## config.mk

```make
export PLATFORM = sky130hd
export DESIGN_NAME = http_byte_range_parser
export DESIGN_NICKNAME = d
export VERILOG_FILES = /design/src/rtl/hbr_pkg.sv /design/src/rtl/hbr_parse.sv /design/src/rtl/hbr_eval.sv /design/src/rtl/http_byte_range_parser.sv
export SDC_FILE = /design/constraint.sdc
export NUM_CORES = 2
export LEC_CHECK = 0
export BUFFER_PORTS_ARGS = -buffer_cell sky130_fd_sc_hd__buf_2
export CAP_MARGIN = 40
export CORE_UTILIZATION = 50
export CTS_BUF_LIST = sky130_fd_sc_hd__clkbuf_16
export DETAILED_ROUTE_END_ITERATION = 7
export PLACE_DENSITY = 0.68
export SLEW_MARGIN = 5
export SYNTH_ARGS = -nofsm -noshare
export SYNTH_HDL_FRONTEND = slang
export SYNTH_SLANG_ARGS = --single-unit
export TNS_END_PERCENT = 1
```

## constraint.sdc

```tcl
create_clock -name clk -period 6.9 [get_ports clk]
set_clock_uncertainty 0.2 [all_clocks]
set_input_delay 1.38 -clock clk [delete_from_list [all_inputs] [get_ports clk]]
set_output_delay 1.38 -clock clk [all_outputs]
set_load 0.1 [all_outputs]
```

## src/rtl/hbr_pkg.sv

```systemverilog
package hbr_pkg;

    localparam int TEXT_W  = 8;
    localparam int NUM_W   = 64;
    localparam int ACC_W   = NUM_W + 4;
    localparam int IN_TDATA_W  = 72;
    localparam int OUT_TDATA_W = 2 * NUM_W;

    localparam logic [2:0] PREFIX_LEN = 3'd6;

    localparam logic [TEXT_W-1:0] CHAR_COMMA = 8'h2C;
    localparam logic [TEXT_W-1:0] CHAR_DASH  = 8'h2D;
    localparam logic [TEXT_W-1:0] CHAR_ZERO  = 8'h30;
    localparam logic [TEXT_W-1:0] CHAR_NINE  = 8'h39;

    typedef struct packed {
        logic             failed;
        logic             prefix_done;
        logic             after_dash;
        logic             first_has_digit;
        logic             second_has_digit;
        logic [NUM_W-1:0] first_number;
        logic [NUM_W-1:0] second_number;
        logic [NUM_W-1:0] total_length;
    } hbr_snap_t;

    // expected character of "bytes=" at each prefix position
    function automatic logic [TEXT_W-1:0] hbr_prefix_char(input logic [2:0] pos);
        logic [TEXT_W-1:0] ch;
        case (pos)
            3'd0:    ch = 8'h62;
            3'd1:    ch = 8'h79;
            3'd2:    ch = 8'h74;
            3'd3:    ch = 8'h65;
            3'd4:    ch = 8'h73;
            3'd5:    ch = 8'h3D;
            default: ch = 8'h00;
        endcase
        return ch;
    endfunction

endpackage

```

## src/rtl/hbr_parse.sv

```systemverilog
module hbr_parse (
    input  logic                              clk,
    input  logic                              rst_n,
    input  logic                              s_axis_tvalid,
    output logic                              s_axis_tready,
    // text_byte [7:0], total_length [71:8]
    input  logic [hbr_pkg::IN_TDATA_W-1:0]    s_axis_tdata,
    input  logic                              s_axis_tlast,
    input  logic                              snap_ready,
    output logic                              snap_valid,
    output hbr_pkg::hbr_snap_t                snap
);
    import hbr_pkg::*;

    logic                in_valid_reg;
    logic [TEXT_W-1:0]   in_byte_reg;
    logic                in_last_reg;
    logic [NUM_W-1:0]    in_total_reg;

    logic [2:0]          pos_reg, pos_next;
    logic                after_dash_reg, after_dash_next;
    logic [NUM_W-1:0]    first_reg, first_next;
    logic                first_has_reg, first_has_next;
    logic [NUM_W-1:0]    second_reg, second_next;
    logic                second_has_reg, second_has_next;
    logic                failed_reg, failed_next;

    hbr_snap_t           snap_reg, snap_next;
    logic                snap_valid_reg, snap_valid_next;

    logic                take;
    logic [NUM_W-1:0]    acc_sel;
    logic [ACC_W-1:0]    acc_wide;
    logic [TEXT_W-1:0]   digit_val;

    assign take          = in_valid_reg && (!in_last_reg || !snap_valid_reg || snap_ready);
    assign s_axis_tready = !in_valid_reg || take;
    assign snap_valid    = snap_valid_reg;
    assign snap          = snap_reg;

    // multiply-by-ten accumulate on the active part
    assign acc_sel   = after_dash_reg ? second_reg : first_reg;
    assign digit_val = in_byte_reg - CHAR_ZERO;
    assign acc_wide  = ({4'b0, acc_sel} << 3) + ({4'b0, acc_sel} << 1)
                     + {{(ACC_W-4){1'b0}}, digit_val[3:0]};

    always_comb
    begin
        pos_next        = pos_reg;
        after_dash_next = after_dash_reg;
        first_next      = first_reg;
        first_has_next  = first_has_reg;
        second_next     = second_reg;
        second_has_next = second_has_reg;
        failed_next     = failed_reg;
        if (in_byte_reg == CHAR_COMMA)
        begin
            failed_next = 1'b1;
        end
        else if (pos_reg < PREFIX_LEN)
        begin
            if (in_byte_reg != hbr_prefix_char(pos_reg))
            begin
                failed_next = 1'b1;
            end
            pos_next = pos_reg + 3'd1;
        end
        else if (in_byte_reg == CHAR_DASH && !after_dash_reg)
        begin
            after_dash_next = 1'b1;
        end
        else if (!(in_byte_reg inside {[CHAR_ZERO:CHAR_NINE]}))
        begin
            failed_next = 1'b1;
        end
        else
        begin
            if (acc_wide[ACC_W-1:NUM_W] != 4'd0)
            begin
                failed_next = 1'b1;
            end
            else if (after_dash_reg)
            begin
                second_next = acc_wide[NUM_W-1:0];
            end
            else
            begin
                first_next = acc_wide[NUM_W-1:0];
            end
            if (after_dash_reg)
            begin
                second_has_next = 1'b1;
            end
            else
            begin
                first_has_next = 1'b1;
            end
        end
    end

    always_comb
    begin
        snap_next.failed           = failed_next;
        snap_next.prefix_done      = (pos_next >= PREFIX_LEN);
        snap_next.after_dash       = after_dash_next;
        snap_next.first_has_digit  = first_has_next;
        snap_next.second_has_digit = second_has_next;
        snap_next.first_number     = first_next;
        snap_next.second_number    = second_next;
        snap_next.total_length     = in_total_reg;
        snap_valid_next = (snap_valid_reg && !snap_ready) || (take && in_last_reg);
    end

    always_ff @(posedge clk or negedge rst_n)
    begin
        if (!rst_n)
        begin
            in_valid_reg   <= 1'b0;
            snap_valid_reg <= 1'b0;
            pos_reg        <= 3'd0;
            after_dash_reg <= 1'b0;
            first_reg      <= '0;
            first_has_reg  <= 1'b0;
            second_reg     <= '0;
            second_has_reg <= 1'b0;
            failed_reg     <= 1'b0;
        end
        else
        begin
            snap_valid_reg <= snap_valid_next;
            if (s_axis_tready)
            begin
                in_valid_reg <= s_axis_tvalid;
            end
            if (take)
            begin
                if (in_last_reg)
                begin
                    // end of header: clear for the next one
                    pos_reg        <= 3'd0;
                    after_dash_reg <= 1'b0;
                    first_reg      <= '0;
                    first_has_reg  <= 1'b0;
                    second_reg     <= '0;
                    second_has_reg <= 1'b0;
                    failed_reg     <= 1'b0;
                end
                else
                begin
                    pos_reg        <= pos_next;
                    after_dash_reg <= after_dash_next;
                    first_reg      <= first_next;
                    first_has_reg  <= first_has_next;
                    second_reg     <= second_next;
                    second_has_reg <= second_has_next;
                    failed_reg     <= failed_next;
                end
            end
        end
    end

    always_ff @(posedge clk)
    begin
        if (s_axis_tvalid && s_axis_tready)
        begin
            in_byte_reg  <= s_axis_tdata[TEXT_W-1:0];
            in_last_reg  <= s_axis_tlast;
            in_total_reg <= s_axis_tdata[TEXT_W+NUM_W-1:TEXT_W];
        end
        if (take && in_last_reg)
        begin
            snap_reg <= snap_next;
        end
    end

endmodule

```

## src/rtl/hbr_eval.sv

```systemverilog
module hbr_eval (
    input  logic                              clk,
    input  logic                              rst_n,
    input  logic                              snap_valid,
    input  hbr_pkg::hbr_snap_t                snap,
    output logic                              snap_ready,
    output logic                              m_axis_tvalid,
    input  logic                              m_axis_tready,
    // range_offset [63:0], range_length [127:64]
    output logic [hbr_pkg::OUT_TDATA_W-1:0]   m_axis_tdata,
    // range_ok [0]
    output logic                              m_axis_tuser
);
    import hbr_pkg::*;

    logic                out_valid_reg;
    logic                ok_reg, ok_next;
    logic [NUM_W-1:0]    offset_reg, offset_next;
    logic [NUM_W-1:0]    length_reg, length_next;

    logic                base_ok;
    logic                first_in;
    logic [NUM_W-1:0]    total_minus_second;
    logic [NUM_W-1:0]    total_minus_first;
    logic [NUM_W-1:0]    span;

    assign snap_ready    = !out_valid_reg || m_axis_tready;
    assign m_axis_tvalid = out_valid_reg;
    assign m_axis_tuser  = ok_reg;
    assign m_axis_tdata  = {length_reg, offset_reg};

    assign base_ok            = !snap.failed && snap.prefix_done && snap.after_dash;
    assign first_in           = snap.first_number < snap.total_length;
    assign total_minus_second = snap.total_length - snap.second_number;
    assign total_minus_first  = snap.total_length - snap.first_number;
    assign span               = snap.second_number - snap.first_number + 64'd1;

    always_comb
    begin
        ok_next     = 1'b0;
        offset_next = '0;
        length_next = '0;
        if (base_ok)
        begin
            if (!snap.first_has_digit)
            begin
                if (snap.second_has_digit)
                begin
                    ok_next = 1'b1;
                    if (snap.second_number <= snap.total_length)
                    begin
                        offset_next = total_minus_second;
                        length_next = snap.second_number;
                    end
                    else
                    begin
                        length_next = snap.total_length;
                    end
                end
            end
            else if (first_in)
            begin
                if (!snap.second_has_digit)
                begin
                    ok_next     = 1'b1;
                    offset_next = snap.first_number;
                    length_next = total_minus_first;
                end
                else if (snap.second_number < snap.total_length
                         && snap.second_number >= snap.first_number)
                begin
                    ok_next     = 1'b1;
                    offset_next = snap.first_number;
                    length_next = span;
                end
            end
        end
    end

    always_ff @(posedge clk or negedge rst_n)
    begin
        if (!rst_n)
        begin
            out_valid_reg <= 1'b0;
        end
        else if (snap_ready)
        begin
            out_valid_reg <= snap_valid;
        end
    end

    always_ff @(posedge clk)
    begin
        if (snap_ready && snap_valid)
        begin
            ok_reg     <= ok_next;
            offset_reg <= offset_next;
            length_reg <= length_next;
        end
    end

endmodule

```

## src/rtl/http_byte_range_parser.sv

```systemverilog
// channel   dir  handshake              tdata                              tuser / tlast
// s_axis    in   s_axis_tvalid/tready   text_byte[7:0], total_length[71:8] tlast = last_byte
// m_axis    out  m_axis_tvalid/tready   range_offset[63:0], range_length   tuser = range_ok
//
// One item per cycle if no output stall; limited by the 64-bit multiply-by-ten accumulate.
// A last byte passes the input, snapshot and output registers; other bytes give no result.
// Reset clears the parse state and all valid flags; no clearing pass follows.
// A stalled output holds its result while earlier stages keep filling.
module http_byte_range_parser (
    input  logic                              clk,
    input  logic                              rst_n,
    input  logic                              s_axis_tvalid,
    output logic                              s_axis_tready,
    // text_byte [7:0], total_length [71:8]
    input  logic [hbr_pkg::IN_TDATA_W-1:0]    s_axis_tdata,
    input  logic                              s_axis_tlast,
    output logic                              m_axis_tvalid,
    input  logic                              m_axis_tready,
    // range_offset [63:0], range_length [127:64]
    output logic [hbr_pkg::OUT_TDATA_W-1:0]   m_axis_tdata,
    // range_ok [0]
    output logic                              m_axis_tuser
);
    import hbr_pkg::*;

    logic      snap_valid;
    logic      snap_ready;
    hbr_snap_t snap;

    hbr_parse u_parse (
        .clk           (clk),
        .rst_n         (rst_n),
        .s_axis_tvalid (s_axis_tvalid),
        .s_axis_tready (s_axis_tready),
        .s_axis_tdata  (s_axis_tdata),
        .s_axis_tlast  (s_axis_tlast),
        .snap_ready    (snap_ready),
        .snap_valid    (snap_valid),
        .snap          (snap)
    );

    hbr_eval u_eval (
        .clk           (clk),
        .rst_n         (rst_n),
        .snap_valid    (snap_valid),
        .snap          (snap),
        .snap_ready    (snap_ready),
        .m_axis_tvalid (m_axis_tvalid),
        .m_axis_tready (m_axis_tready),
        .m_axis_tdata  (m_axis_tdata),
        .m_axis_tuser  (m_axis_tuser)
    );

endmodule
```

==> metrics <==
#FFs+latches synth 537; WP data required 7.08 ns; vias per cell 6.263; Post-CTS Resized 0; RSZ-0062 raised after global routing no; DP HPWL 104100 µm; synthesized area 40450 µm²; DIE AREA 82040 µm²; clock root cell clkbuf_16; total number of yosys warnings 0; nature of the critical path startpoint flop; FFs w/ async S/R, synth 25.70%; Cell variety after synth 90; layout net count 4851; diodes inserted 0; Horiz. Die Dim 286.4 µm; syn nets 4744; vias in the first global route 31820; Max-cap violations 0; data arrival time of the worst path 6.54 ns; IO Port Bufs 207; Leak 18.97 nW; Fmax 157.3 MHz; GP Congestion 0.9828; Final Max Tran Viols 0; multi-input logic area 23130 µm²; initial antenna violation count 0; Mapped Cells 4244; Crit Path Class reg -> reg; setup violators final 0; number of enable flip-flop cells after synthesis 399; Die Y 286.4 µm; DP Cell Count 5341; CTS Buf Count 57; Peak supply drop 0.2047 mV; Final Non-Filler Cells 5444; clock-pin slew on the worst setup and hold paths 0.06 ns; routed length per instance 24.29 µm; clk sinks 537; largest net degree at the start of global routing 128; DRC viols 0; Max-slew headroom 33.32%; cell row count 103; Antenna Violating Nets Remaining 0; cell type with the largest total area after synthesis edfxtp_1; H-tree Lvls 2; Register Area 15440 µm²; commonest non-fill, non-tap cell in the layout edfxtp_1; GR Util All Layers 31.72%; Routed WL 132200 µm; fin crit period 6.358 ns; drt first pass iters 6; sequential area share after synthesis 38.16%; crit-path cells mux2i_1 -> fa_1 -> fa_1 -> and2b_1 -> o21ai_1 -> a21oi_2 -> o21ai_1 -> o211a_1 -> o221a_1 -> or4_4 -> a2111oi_4 -> or3_1 -> a2111o_2 -> buf_4 -> o21ai_0; core area 79520 µm²; setup TNS 0 ns; hold_buf cts 0; share of layout cells above drive strength 1 10.13%; via count 34100; Hold Path Depth 0; Final Hold Fails 0; status completed; Crit Path Max Fanout 54; Layout area overhead 9.375%; number of flip-flops in the largest register 197; Worst Hold Class reg -> reg; Initial Util 50.87%; clk buf depth 3; crit-path max cell delay 0.67 ns; total gr overflow 0; Power Density 195.8 nW/µm²; Synth area leaders edfxtp_1, ha_1, dfrtp_1; R2R depth 15; Synth Flop Type edfxtp_1; CP Capture Type flop; Final Cycle Share 92.14%; Yosys top cell area share 29.62%; Fill cells 7165; Hold Slack 0.2143 ns; Syn Area/Cell 9.531 µm²; DR iter-0 viols 3679; Setup Buffers After CTS 0; TritonCTS clock tree yes; first-pass GRT wire length 198200 µm; I/O pin total 208; slowest cell on the critical path dfrtp_2; clk_lat worst skew 0.68 ns; commonest cells after routing, fill and taps aside edfxtp_1, ha_1, nand2_1; worst slew pin tran 0.9941 ns
-- worst max-delay path: cells and delay by family, from the launching register on --
family	cells	cell delay [ns]
compound gates	8	2.14
fa+ha+maj	2	0.99
buf+inv	1	0.53
flops	1	0.67
mux	1	0.38
simple gates	3	1.14
-- stage by stage --
stage / worst slack (ns) / total power, mW / util, % / area (µm²)
floorplan: 0.2492 / 5.169 / - / 40450
global placement: 0.7960 / 5.661 / 53.24 / 42330
detailed placement: 0.5426 / 5.671 / 53.37 / 42440
CTS: 0.5300 / 8.666 / 55.63 / 44240
global route: 0.05979 / 8.976 / 55.64 / 44240
finish: 0.5424 / 8.662 / 55.64 / 44240
-- logic make-up after synthesis --
kind of cell,synth area share [%]
AO/OA/AOI/OAI,22.99
AND/OR/NAND/NOR,11.74
flip-flops,38.16
buffers and inverters,4.810
adder cells (fa/ha/maj),13.75
XOR/XNOR,5.002
multiplexers,3.545
-- where the power goes --
group	leakage [nW]	switching [mW]	internal, mW	total (mW)
sequential	5.77	0.134	3.62	3.75
combinational	12.3	1.30	0.603	1.91
clock	0.939	1.34	1.67	3.00
total	19.0	2.77	5.89	8.66
-- final timing paths --
| check | slack, ns | start | to |
|---|---|---|---|
| max | 0.54 | u_parse.after_dash_reg$_DFFE_PN0P_ | u_parse.snap[147]$_DFFE_PP_ |
| min | 0.21 | u_parse.in_total_reg[37]$_DFFE_PP_ | u_parse.snap[37]$_DFFE_PP_ |
| max reg2reg | 0.54 | u_parse.after_dash_reg$_DFFE_PN0P_ | u_parse.snap[147]$_DFFE_PP_ |
| min reg2reg | 0.21 | u_parse.in_total_reg[37]$_DFFE_PP_ | u_parse.snap[37]$_DFFE_PP_ |
| max in group asynchronous | 4.65 | rst_n | u_parse.second_reg[19]$_DFFE_PN0P_ |
| min in group asynchronous | 0.55 | rst_n | u_parse.second_reg[4]$_DFFE_PN0P_ |
-- cell usage after synthesis (39+ instances only) --
master,number
ha_1,387
o21ai_0,275
clkbuf_1,152
o21ai_1,54
nor3_1,48
nor2_1,265
o2bb2ai_1,128
xnor2_1,145
nand2_1,368
nand3_1,65
a22oi_1,44
mux2_2,66
o21bai_1,84
nand4_1,75
a21o_1,167
inv_1,274
dfrtp_1,138
xor2_1,86
mux2i_1,69
nor2b_1,39
a31oi_1,42
edfxtp_1,399
a21oi_1,344
-- area by class of cell --
type | count | area share [%]
clock buffer | 58 | 3.281
clock inverter | 44 | 0.7862
inverter | 274 | 2.342
multi-input combinational | 3227 | 52.27
sequential | 537 | 34.89
tap | 1050 | 2.969
timing repair buffer | 254 | 3.459
-- metal layers --
layer	wire length [µm]	global-route usage, %
met2	53020	44.32
met1	64080	51.08
met5	0	0
met3	12900	4.984
met4	2225	5.896
Power figures use the tool's default switching activity.
